### src/design/frsc_pkg.sv
// Package for the frame receiver with additive checksum.
// Holds the event codes, the result record and the header constants.
// No dependencies.
package frsc_pkg;

  typedef enum logic [2:0] {
    EV_HDR_OK   = 3'd0,
    EV_HDR_BAD  = 3'd1,
    EV_LENGTH   = 3'd2,
    EV_PAYLOAD  = 3'd3,
    EV_GOOD     = 3'd4,
    EV_CKS_BAD  = 3'd5,
    EV_OVERFLOW = 3'd6
  } event_t;

  typedef struct packed {
    event_t     event_res;
    logic [7:0] data_byte;
    logic [7:0] payload_index;
    logic [7:0] frame_length;
    logic [7:0] command_byte;
  } result_t;

  localparam logic [7:0] HDR_TAG_MASK  = 8'hF0;
  localparam logic [7:0] HDR_LEN_FLAG  = 8'h01;
  localparam int         TAG_W         = 4;
  localparam int         BYTE_W        = 8;

endpackage

### src/design/frsc_parser.sv
// Frame parser: holds the frame state and classifies one byte per step.
// Produces the result record combinationally; the state advances on step.
// Depends on frsc_pkg.
module frsc_parser #(
  parameter int MAX_FRAME_BYTES = 64
) (
  input  logic                             clk,
  input  logic                             rst_n,
  input  logic                             step,
  input  logic [frsc_pkg::BYTE_W-1:0]      rx_byte,
  input  logic [frsc_pkg::TAG_W-1:0]       header_tag,
  output frsc_pkg::result_t                result
);
  import frsc_pkg::*;

  localparam int POS_W = $clog2(MAX_FRAME_BYTES);
  localparam int CMP_W = ((POS_W > 9) ? POS_W : 9) + 1;

  logic [POS_W-1:0]  pos_r, pos_nxt;
  logic              has_len_r, has_len_nxt;
  logic [7:0]        plen_r, plen_nxt;
  logic [7:0]        sum_r, sum_nxt;
  logic [7:0]        first_r, first_nxt;

  logic [CMP_W-1:0]  p_ext;
  logic [CMP_W-1:0]  pay_start;
  logic [CMP_W-1:0]  cks_pos;
  logic [7:0]        sum_add;
  logic              clear;

  always_comb begin
    p_ext     = CMP_W'(pos_r);
    pay_start = CMP_W'(has_len_r) + CMP_W'(1);
    cks_pos   = CMP_W'(plen_r) + CMP_W'(has_len_r) + CMP_W'(1);
    sum_add   = sum_r + rx_byte;

    clear       = 1'b0;
    pos_nxt     = pos_r;
    has_len_nxt = has_len_r;
    plen_nxt    = plen_r;
    sum_nxt     = sum_r;
    first_nxt   = first_r;

    result.event_res     = EV_OVERFLOW;
    result.data_byte     = rx_byte;
    result.payload_index = '0;
    result.frame_length  = plen_r;
    result.command_byte  = '0;

    priority if (p_ext + CMP_W'(1) >= CMP_W'(MAX_FRAME_BYTES)) begin
      result.event_res = EV_OVERFLOW;
      clear = 1'b1;
    end else if (pos_r == '0) begin
      result.frame_length = '0;
      if ((rx_byte & HDR_TAG_MASK) == {header_tag, 4'h0}) begin
        result.event_res = EV_HDR_OK;
        has_len_nxt = |(rx_byte & HDR_LEN_FLAG);
        sum_nxt     = rx_byte;
        pos_nxt     = POS_W'(1);
      end else begin
        result.event_res = EV_HDR_BAD;
        clear = 1'b1;
      end
    end else if (has_len_r && p_ext == CMP_W'(1)) begin
      result.event_res    = EV_LENGTH;
      result.frame_length = rx_byte;
      plen_nxt = rx_byte;
      sum_nxt  = sum_add;
      pos_nxt  = pos_r + POS_W'(1);
    end else if (p_ext >= pay_start && p_ext < cks_pos) begin
      result.event_res     = EV_PAYLOAD;
      result.payload_index = 8'(p_ext - pay_start);
      if (p_ext == pay_start) begin
        first_nxt = rx_byte;
      end
      sum_nxt = sum_add;
      pos_nxt = pos_r + POS_W'(1);
    end else if (p_ext == cks_pos) begin
      if (sum_r == rx_byte) begin
        result.event_res = EV_GOOD;
        if (plen_r != 8'd0) begin
          result.command_byte = first_r;
        end
      end else begin
        result.event_res = EV_CKS_BAD;
      end
      clear = 1'b1;
    end else begin
      result.event_res = EV_OVERFLOW;
      clear = 1'b1;
    end

    if (clear) begin
      pos_nxt     = '0;
      has_len_nxt = 1'b0;
      plen_nxt    = '0;
      sum_nxt     = '0;
      first_nxt   = '0;
    end
  end

  always_ff @(posedge clk) begin
    if (!rst_n) begin
      pos_r     <= '0;
      has_len_r <= 1'b0;
      plen_r    <= '0;
      sum_r     <= '0;
      first_r   <= '0;
    end else if (step) begin
      pos_r     <= pos_nxt;
      has_len_r <= has_len_nxt;
      plen_r    <= plen_nxt;
      sum_r     <= sum_nxt;
      first_r   <= first_nxt;
    end
  end

endmodule

### src/design/frame_receiver_sum_checksum.sv
// Frame receiver with 8-bit additive checksum: top level.
// An input byte is held in the input register; its result is then registered
// in the result register. Throughput: one byte per cycle while out_tready does
// not stall the output; the parser step lies between the two registers.
// Reset (rst_n, synchronous, active low) clears the frame state, the tag
// register and both valid flags. Depends on frsc_pkg and frsc_parser.
module frame_receiver_sum_checksum #(
  parameter int MAX_FRAME_BYTES = 64
) (
  input  logic        clk,
  input  logic        rst_n,
  input  logic        in_tvalid,
  output logic        in_tready,
  input  logic [7:0]  in_tdata,   // [7:0] rx_byte
  output logic        out_tvalid,
  input  logic        out_tready,
  output logic [31:0] out_tdata,  // [7:0] data_byte, [15:8] payload_index,
                                  // [23:16] frame_length, [31:24] command_byte
  output logic [2:0]  out_tuser,  // [2:0] event_res
  input  logic        cfg_valid,
  output logic        cfg_ready,
  input  logic [3:0]  cfg_data    // [3:0] header_tag
);
  import frsc_pkg::*;

  logic              in_valid_r;
  logic [BYTE_W-1:0] in_byte_r;
  logic [TAG_W-1:0]  tag_r;
  logic              out_valid_r;
  result_t           out_r;
  result_t           res;
  logic              advance;

  assign advance   = in_valid_r && (!out_valid_r || out_tready);
  assign in_tready = !in_valid_r || advance;
  assign cfg_ready = 1'b1;

  always_ff @(posedge clk) begin
    if (!rst_n) begin
      in_valid_r <= 1'b0;
    end else if (in_tready) begin
      in_valid_r <= in_tvalid;
    end
  end

  always_ff @(posedge clk) begin
    if (in_tready && in_tvalid) begin
      in_byte_r <= in_tdata;
    end
  end

  always_ff @(posedge clk) begin
    if (!rst_n) begin
      tag_r <= '0;
    end else if (cfg_valid) begin
      tag_r <= cfg_data;
    end
  end

  frsc_parser #(
    .MAX_FRAME_BYTES(MAX_FRAME_BYTES)
  ) u_parser (
    .clk        (clk),
    .rst_n      (rst_n),
    .step       (advance),
    .rx_byte    (in_byte_r),
    .header_tag (tag_r),
    .result     (res)
  );

  always_ff @(posedge clk) begin
    if (!rst_n) begin
      out_valid_r <= 1'b0;
    end else if (advance) begin
      out_valid_r <= 1'b1;
    end else if (out_tready) begin
      out_valid_r <= 1'b0;
    end
  end

  always_ff @(posedge clk) begin
    if (advance) begin
      out_r <= res;
    end
  end

  assign out_tvalid = out_valid_r;
  assign out_tuser  = out_r.event_res;
  assign out_tdata  = {out_r.command_byte, out_r.frame_length,
                       out_r.payload_index, out_r.data_byte};

  // An empty result register never holds back the input side.
  a_ready_when_empty: assert property (@(posedge clk) disable iff (!rst_n)
    !out_valid_r |-> in_tready)
    else $error("input stalled with an empty result register");

  // A byte leaving the input register must appear as a result.
  a_advance_lands: assert property (@(posedge clk) disable iff (!rst_n)
    advance |=> out_valid_r)
    else $error("advanced byte did not reach the result register");

  // The payload index is only reported for payload bytes.
  a_index_payload_only: assert property (@(posedge clk) disable iff (!rst_n)
    (out_valid_r && out_tuser != EV_PAYLOAD) |-> (out_tdata[15:8] == 8'd0))
    else $error("payload index set outside a payload transfer");

  // The command byte is only reported with a good frame.
  a_cmd_good_only: assert property (@(posedge clk) disable iff (!rst_n)
    (out_valid_r && out_tuser != EV_GOOD) |-> (out_tdata[31:24] == 8'd0))
    else $error("command byte set outside a good frame");

endmodule

### config.mk
export PLATFORM = sky130hd
export DESIGN_NAME = frame_receiver_sum_checksum
export DESIGN_NICKNAME = d
export VERILOG_FILES = /design/src/design/frsc_pkg.sv /design/src/design/frsc_parser.sv /design/src/design/frame_receiver_sum_checksum.sv
export SDC_FILE = /design/constraint.sdc
export NUM_CORES = 1
export LEC_CHECK = 0
export BUFFER_PORTS_ARGS = -buffer_cell sky130_fd_sc_hd__buf_2
export CORE_ASPECT_RATIO = 1.2
export CORE_MARGIN = 4
export CORE_UTILIZATION = 58
export DETAILED_ROUTE_END_ITERATION = 10
export PLACE_DENSITY = 0.77
export SLEW_MARGIN = 0
export SYNTH_ARGS = -nofsm -noshare
export SYNTH_HDL_FRONTEND = slang
export SYNTH_SLANG_ARGS = --single-unit
### constraint.sdc
create_clock -name clk -period 3.7 [get_ports clk]
set_input_delay 0.185 -clock clk [delete_from_list [all_inputs] [get_ports clk]]
set_output_delay 0.185 -clock clk [all_outputs]
set_load 0.01 [all_outputs]
Word level (Yosys, flattened, before mapping) --
Cells that the tools add are included.
Word-level totals: logic and storage cells 106, output and inout port bits 38, flip-flop bits (word level) 80, bits of input ports 17
Cells by class: $lt $le $gt $ge 3, multiplexer cells 47, equality and inequality tests 9, $add $sub $neg 7, reduce and logical (&&, ||, !) cells 22, bitwise operators 4
Operators with widths (count):
- 2-to-1 mux 8 bit | 23
- 2-to-1 mux 6 bit | 6
- equality test 6 x 10 -> 1 bit | 2
- 2-to-1 mux 16 bit | 1
- 2-to-1 mux 1 bit | 13
- adder 10 x 1 -> 10 bit, second input constant | 1
- greater-or-equal comparator 10 x 7 -> 1 bit, second input constant | 1
- greater-or-equal comparator 6 x 10 -> 1 bit | 1
- < comparator 6 x 10 -> 1 bit | 1
- nonzero test 2 bit | 5
- adder 8 x 1 -> 9 bit | 1
- 2-to-1 mux 3 bit | 3
- adder 8 bit | 1
- equality test 8 bit | 1
- AND reduction 4 bit | 2
- nonzero test 8 bit | 1
- subtractor 6 x 8 -> 8 bit | 1
- adder 6 x 1 -> 7 bit, second input constant | 1
- OR reduction 7 bit | 1
- adder 6 x 1 -> 6 bit, second input constant | 1
- equality test 6 x 1 -> 1 bit, second input constant | 1
- zero test 6 bit | 1
- inequality test 2 x 1 -> 1 bit, second input constant | 3
- AND reduction 6 bit | 1
- 11 further kinds | 19

Logic depth before layout (Yosys ltp) --
Gate-level depths: netlist of the first run.
depth in word-level cells 10, depth in mapped cells 16, mapped depth without buffers 16

By module --
A second synthesis of the first run with hierarchy kept.
Second synthesis, totals: cell total of the unflattened synthesis 391, area, all modules 4171.5 um^2
Modules (own cells, without submodules):
- frsc_parser | instances 1, sequential area each 620.6 um^2, area each 2612.5 um^2, cells an instance 324
- frame_receiver_sum_checksum | instances 1, sequential area each 1411.4 um^2, area each 1559.0 um^2, cells an instance 67

Worst setup path before layout of the first run --
No wires, ideal clock.
path kind reg2reg, start register u_parser.has_len_r, end register u_parser.plen_r[2], path slack 321 ps, cell stages (with the launch flop) 17, data required time 3640 ps, data arrival time 3318 ps, path buffers 1, library setup time 60 ps, path through dfxtp_1 ha_1 ha_1 buf_2 nor2_1 xnor2_1 a21oi_1 xor2_1 ha_1 a21o_1 a21o_1 a211oi_1 a2111oi_0 nor2_1 inv_1 o21ai_1 a22o_2
Between the ends: word-level cells in the longest chain between the ends 10, elaborated cells between the ends (all ways) 18, those cells by class add/sub (3); order compare (2); eq/ne (2); mux (8); reduce/logical (3)
RTL lines:
- start: declaration | line frsc_parser.sv:20 | logic has_len_r, has_len_nxt;
- start signal: assignment | line frsc_parser.sv:111 | has_len_r <= has_len_nxt;
- adder 8 x 1 -> 9 bit | line frsc_parser.sv:34 | cks_pos = CMP_W'(plen_r) + CMP_W'(has_len_r) + CMP_W'(1);
- adder 10 x 1 -> 10 bit | line frsc_parser.sv:34
- < comparator 6 x 10 -> 1 bit | line frsc_parser.sv:70 | end else if (p_ext >= pay_start && p_ext < cks_pos) begin
- logical AND 1 bit | line frsc_parser.sv:70
- 2-to-1 mux 1 bit | line frsc_parser.sv:70
- 2-to-1 mux 1 bit | line frsc_parser.sv:64 | end else if (has_len_r && p_ext == CMP_W'(1)) begin
- 2-to-1 mux 1 bit | line frsc_parser.sv:53 | end else if (pos_r == '0) begin
- 2-to-1 mux 1 bit | line frsc_parser.sv:50 | priority if (p_ext + CMP_W'(1) >= CMP_W'(MAX_FRAME_BYTES)) begin
- inequality test 2 x 1 -> 1 bit (no line)
- AND reduction 3 bit (no line)
- end signal: assignment | line frsc_parser.sv:112 | plen_r <= plen_nxt;
- end: declaration | line frsc_parser.sv:21 | logic [7:0] plen_r, plen_nxt;
Several ways; a longest one is shown, not always the timed one. The select of a mux whose other input is x is not followed. A chain may end at the register's enable or synchronous reset.

Final worst setup path of the first run --
Same ends and word-level chain as after synthesis.

==> qor.csv, run 1 <==
metric,value,unit
core.rowCount,33,
die_x,86.3,µm
layout.nets,525,
avgSynthCellArea,9.86,µm²
synthTopCellsByArea,"edfxtp_1 30%, dfxtp_1 17%, ha_1 6.2%",
synth.ff_latch_count,80,
dp_cells,555,
reg2reg_to,u_parser.plen_r[2],
max-cap-violations,0,
num-fill-cells,549,
hold_end,in_byte_r[2],
gp_congestion,0.895,
fin_cells,577,
relSlewSlack,47.5,%
antenna_found_initial,0,
finalCriticalPeriod,3.43,ns
drtIter0Drc,169,
rr_worst_depth,17,
routedWlPerCell,16.5,µm
synth_edf_count,43,
async_reset_ff_share,0,%
worstMarginPinSlew,0.782,ns
clkTransAtPathRegs,0.09,ns
hpwl,6680,µm
synthFlopType,edfxtp_1,
worst_setup_path_start_kind,register,
track_usage,22.7,%
via_per_inst,5.93,
setup_viol,0,
drv_slew,0,
run_status,"finished, final reports clean",
critPathMaxFanout,8,
hp-class,in -> reg,
hold_depth,1,
yosysUniqueCellTypes,57,
areaGrowthSynthToFinish,14.5,%
dpl_cell_area,4570,µm²
reg2reg_slack,0.27,ns
synth_largest_area_cell,edfxtp_1,
insertion_delay,0.36,ns
coreArea,6980,µm²
power_density,372,nW/µm²
worstHoldStart,in_tdata[2],
synthMostInstantiatedCell,nand2_1,
portBuffers,53,
antenna_left,0,
ir_drop,0.318,mV
die_h,102,µm
crit_path_end_kind,register,
path_class,reg -> reg,
yosys.area.top_type_share,30.3,%
setup_ws,0.267,ns
grt_max_degree,44,
ioPinCount,55,
cts.path.max_buffers,2,
required,3.95,ns
dp_slack,-0.0432,ns
p_leak,1.95,nW
routed-via-count,3419,
start_util,61.1,%
insertedDiodeCount,0,
cp.arrival,3.68,ns
synth_area,4260,µm²
grt_pass1_vias,3238,
cts_setup_buffers,0,
synthTopCellsByCount,"51 x nand2_1, 43 x edfxtp_1, 37 x dfxtp_1",
r2r-start,u_parser.has_len_r,
drc,0,
fin_skew,0.00717,ns
rsz0062_at_grt,no,
grt_pass1_wl,15700,µm
cts.htree.levels,3,
fin_area,4880,µm²
finalSetupTns,0,ns
min_period_over_period,92.8,%
cts_tree,yes,
grt_overflow,0,
cts_sinks,80,
die-area,8790,µm²
yosysSeqAreaShare,47.7,%
layout-drive-gt1-share,19.8,%
wl,9530,µm
drt-pass1-iter-count,6,
fmax,291,MHz
synthesis.nets,472,
syn_inst,432,
finalHoldViolations,0,
cts-buffers-inserted,9,
yosys_warnings,0,
cts_root_buf,clkbuf_8,
==> placed cells by master, fill, tap and decap left out, types with 7 or more instances in the layout <==
cell type / n
buf_2: 53
nand2_1: 51
edfxtp_1: 43
dfxtp_1: 37
nand3_1: 31
nor2_1: 30
o21ai_0: 23
a21oi_1: 19
ha_1: 19
xnor2_1: 13
a22o_1: 13
and2_1: 12
inv_1: 11
xor2_1: 11
buf_4: 11
clkbuf_8: 10
and3_1: 9
nor3_1: 8
a31oi_1: 7
==> worst max-delay path by stage <==
stage / from / to / slack, ns / cells past startpoint
after global routing: u_parser.has_len_r / u_parser.plen_r[2] / 0.002 / 16
after detailed placement: u_parser.has_len_r / out_tdata[15] / -0.04 / 14
after CTS: u_parser.has_len_r / out_tdata[15] / 0.01 / 15
final: u_parser.has_len_r / u_parser.plen_r[2] / 0.27 / 17
after global placement: u_parser.has_len_r / u_parser.plen_r[2] / 0.15 / 16
after floorplan: u_parser.has_len_r / u_parser.plen_r[2] / 0.32 / 16
==> registers in the layout, summed over array words and instances (netlist names) <==
register and flops:
u_parser.has_len_r 1, u_parser.sum_r 8, in_valid_r 1, out_tvalid 1
u_parser.first_r 8, in_byte_r 8, out_tuser 3, u_parser.plen_r 8
u_parser.pos_r 6, tag_r 4, out_tdata 32
==> power by group <==
group	internal (mW)	total, mW	switching (mW)
Sequential	0.963	0.985	0.0225
Combinational	0.0598	0.151	0.0907
Clock	0.339	0.680	0.341
==> layout make-up <==
class	count	area, µm²	share of cell area, %
Inverter	12	45.0	0.923
Tap cell	87	109	2.23
Timing Repair Buffer	70	408	8.36
Clock buffer	10	138	2.82
Clock inverter	6	75.1	1.54
Multi-Input combinational cell	312	2070	42.5
Sequential cell	80	2030	41.7
==> per-layer routing <==
layer	up-vias	global-route usage, %	routed length [µm]
li1	1677	-	-
met1	1615	29.7	4040
met2	109	37.6	4770
met3	18	3.87	513
met4	0	9.47	209
met5	-	0	0
==> worst max-delay path: stages (launching register included) <==
cell and delay [ns]:
dfxtp_1 0.39, ha_4 0.22, ha_4 0.28, nand2_1 0.07, nor2_1 0.13, xnor2_1 0.14
a21oi_1 0.10, xor2_1 0.17, ha_1 0.31, nand4_1 0.14, nor2_1 0.16, a211oi_2 0.08
a2111oi_0 0.41, nor2_1 0.12, inv_1 0.13, o21ai_1 0.09, buf_4 0.17, a22o_2 0.25
==> cell families (layout without fill, tap and decap cells) <==
group,Yosys count,after routing,synth area share (%)
compound gates,89,89,14.5
xor+xnor,24,24,4.93
fa+ha+maj,23,23,7.11
buf+inv,40,98,4.67
flops,80,80,47.7
mux,5,5,1.17
other cells,1,1,0.0880
simple gates,170,170,19.8
==> through the flow <==
stage	hold slack (ns)	total power, mW	util [%]
after global routing	0.00598	1.89	69.9
after floorplan	0.284	1.09	-
after detailed placement	0.363	1.15	65.5
after CTS	0.00178	1.82	69.5
final	0.00838	1.82	69.9
after global placement	0.362	1.14	65.5
==> what timing repair did <==
action | 4_1_cts | 5_1_grt
pin swaps | 0 | 1
resized for setup | 1 | 5
hold endpoints to repair | 6 | 0
hold buffers | 6 | 0
endpoints found under the setup margin | 20 | 48
No activity file was read; power rests on OpenSTA's default activity.
==> run 2, diff against run 1 <==
Settings changed: CORE_ASPECT_RATIO 1.2 to not set, CORE_UTILIZATION 58 to 62, HOLD_SLACK_MARGIN set to 0.1, PLACE_DENSITY 0.77 to 0.82.
Clock period 3.7 ns to 4.3 ns, I/O delays scaled along.
==> run 2 against run 1 <==
Global-route usage rose by 2.5 points. Register-to-register slack better by 0.18 ns. Non-clock buffer count increased by 1. Via count rose by 2.3%. Largest power group unchanged.
==> qor.csv, run 2 (synthesis gave the netlist of run 1 again) <==
metric,value,unit
clkPwrFrac,38.2,%
finalSetupTns,0,ns
routed-via-count,3497,
cts-buffers-inserted,9,
drt-pass1-iter-count,5,
critPathMaxFanout,12,
antenna_found_initial,0,
crit_end,out_tdata[15],
core.rowCount,29,
grt_pass1_vias,3384,
fmax,260,MHz
cts.htree.levels,3,
layout.cells.most_common,buf_2,
crit_start,u_parser.has_len_r,
coreArea,6490,µm²
hp-class,in -> reg,
antenna_left,0,
setup_viol,0,
die_h,90.9,µm
power_switching,0.381,mW
routedWlPerCell,18.0,µm
ir_drop,0.240,mV
grt_pass1_wl,16400,µm
cts_sinks,80,
drtIter0Drc,339,
drc,0,
min_period_over_period,89.5,%
max-cap-violations,0,
power_density,327,nW/µm²
path_class,reg -> reg,
wl,10200,µm
die-area,8260,µm²
cp_common_cell,ha_1,
crit_chain,ha_1 -> ha_1 -> nor2_1 -> xnor2_1 -> a21oi_1 -> xor2_1 -> ha_1 -> a21o_1 -> a21o_1 -> a211oi_1 -> a211o_2 -> and2_1 -> nand3_1 -> nor3b_1,
r2r-start,u_parser.has_len_r,
cts_tree,yes,
cpMaxStageDelayCell,dfxtp_1,
cts.path.max_buffers,2,
seqPwrFrac,53.3,%
dpl_cell_area,4520,µm²
worstMarginPinSlew,0.826,ns
layout-drive-gt1-share,18.3,%
fin_skew,0.00942,ns
rsz0062_at_grt,no,
largest_reg_flops,32,
fin_util,74.9,%
finalCriticalPeriod,3.85,ns
reg2reg_to,out_tdata[15],
intPower,1.21,mW
p_leak,1.96,nW
gp_congestion,0.924,
ioPinCount,55,
fin_area,4870,µm²
cts_setup_buffers,0,
grt_max_degree,29,
mostFrequentLayoutCells,"53 x buf_2, 51 x nand2_1, 43 x edfxtp_1, 37 x dfxtp_1, 31 x nand3_1",
finalHoldViolations,0,
layout.nets,526,
worst_setup_path_start_kind,register,
drv_slew,0,
swShare,24.0,%
cp.arrival,4.03,ns
power_frac_comb,8.5,%
rr_worst_depth,14,
cp_slowest_stage_delay,0.44,ns
areaGrowthSynthToFinish,14.2,%
crit_path_end_kind,register,
reg2reg_slack,0.45,ns
cts_root_buf,clkbuf_8,
track_usage,25.2,%
required,4.48,ns
insertedDiodeCount,0,
via_per_inst,6.16,
insertion_delay,0.36,ns
run_status,"finished, final reports clean",
grt_overflow,0,
start_util,65.6,%
clkTransAtPathRegs,0.08,ns
hpwl,6700,µm
relSlewSlack,44.5,%
die_x,90.9,µm
portBuffers,53,
run 2: cell count changes in the layout (fill, tap and decap cells not counted), sizes merged:
cell	change
buf	-5
bufinv	+1
clkbuf	-1
clkinv	+1
dlygate4sd3	+6
inv	-1
run 2: metal layers:
metal	track usage, %	routed length [µm]
met1	30.2	4110
met2	42.7	5140
met3	7.33	678
met4	10.2	271
met5	0	0
run 2: worst min path at each step:
stage	to	slack, ns	start	cells after the start
finish	tag_r[1]	0.12	cfg_data[1]	3
global route	tag_r[1]	0.11	cfg_data[1]	3
CTS	tag_r[1]	0.10	cfg_data[1]	3
detailed placement	in_byte_r[5]	0.39	in_tdata[5]	1
global placement	in_byte_r[7]	0.39	in_tdata[7]	1
floorplan	in_byte_r[0]	0.31	in_tdata[0]	0
run 2: power groups by stage:
stage | clock network, mW | registers [mW] | logic [mW]
final | 0.607 | 0.847 | 0.135
after detailed placement | 0 | 0.864 | 0.122
after global placement | 0 | 0.864 | 0.118
after floorplan | 0 | 0.865 | 0.0749
after CTS | 0.616 | 0.847 | 0.131
after global routing | 0.650 | 0.850 | 0.148
run 2: repair_timing:
action / 4_1_cts / 5_1_grt
endpoints found under the hold margin: 12 / 0
gates resized for setup: 0 / 2
endpoints found under the setup margin: 0 / 5
hold buffers: 12 / 0
run 2: area by class of cell:
cell class | instances | area (µm²)
clock inverters | 7 | 95.1
flip-flops and latches | 80 | 2030
inverters | 12 | 45.0
repair buffers | 71 | 430
fillers | 471 | 1630
multi-input cells | 312 | 2040
clock buffers | 9 | 124
well taps | 77 | 96.3
run 2: critical path, delay by kind of cell (launching register included):
family                     cells  cell delay, ns
DFF                            1            0.44
and+or+nand+nor                4            0.81
adders and majority gates      3            1.05
xor gates and xnor gates       2            0.31
AOI/OAI and AO/OA              5            1.07
run 2: per-stage QoR:
stage               setup slack (ns)  power (mW)  instances  hold slack, ns
floorplan                      0.921       0.940        432           0.314
global placement               0.526       0.982        540           0.391
detailed placement             0.386       0.987        540           0.393
CTS                            0.367        1.59        568           0.100
global route                   0.150        1.65        568           0.110
finish                         0.452        1.59        568           0.121
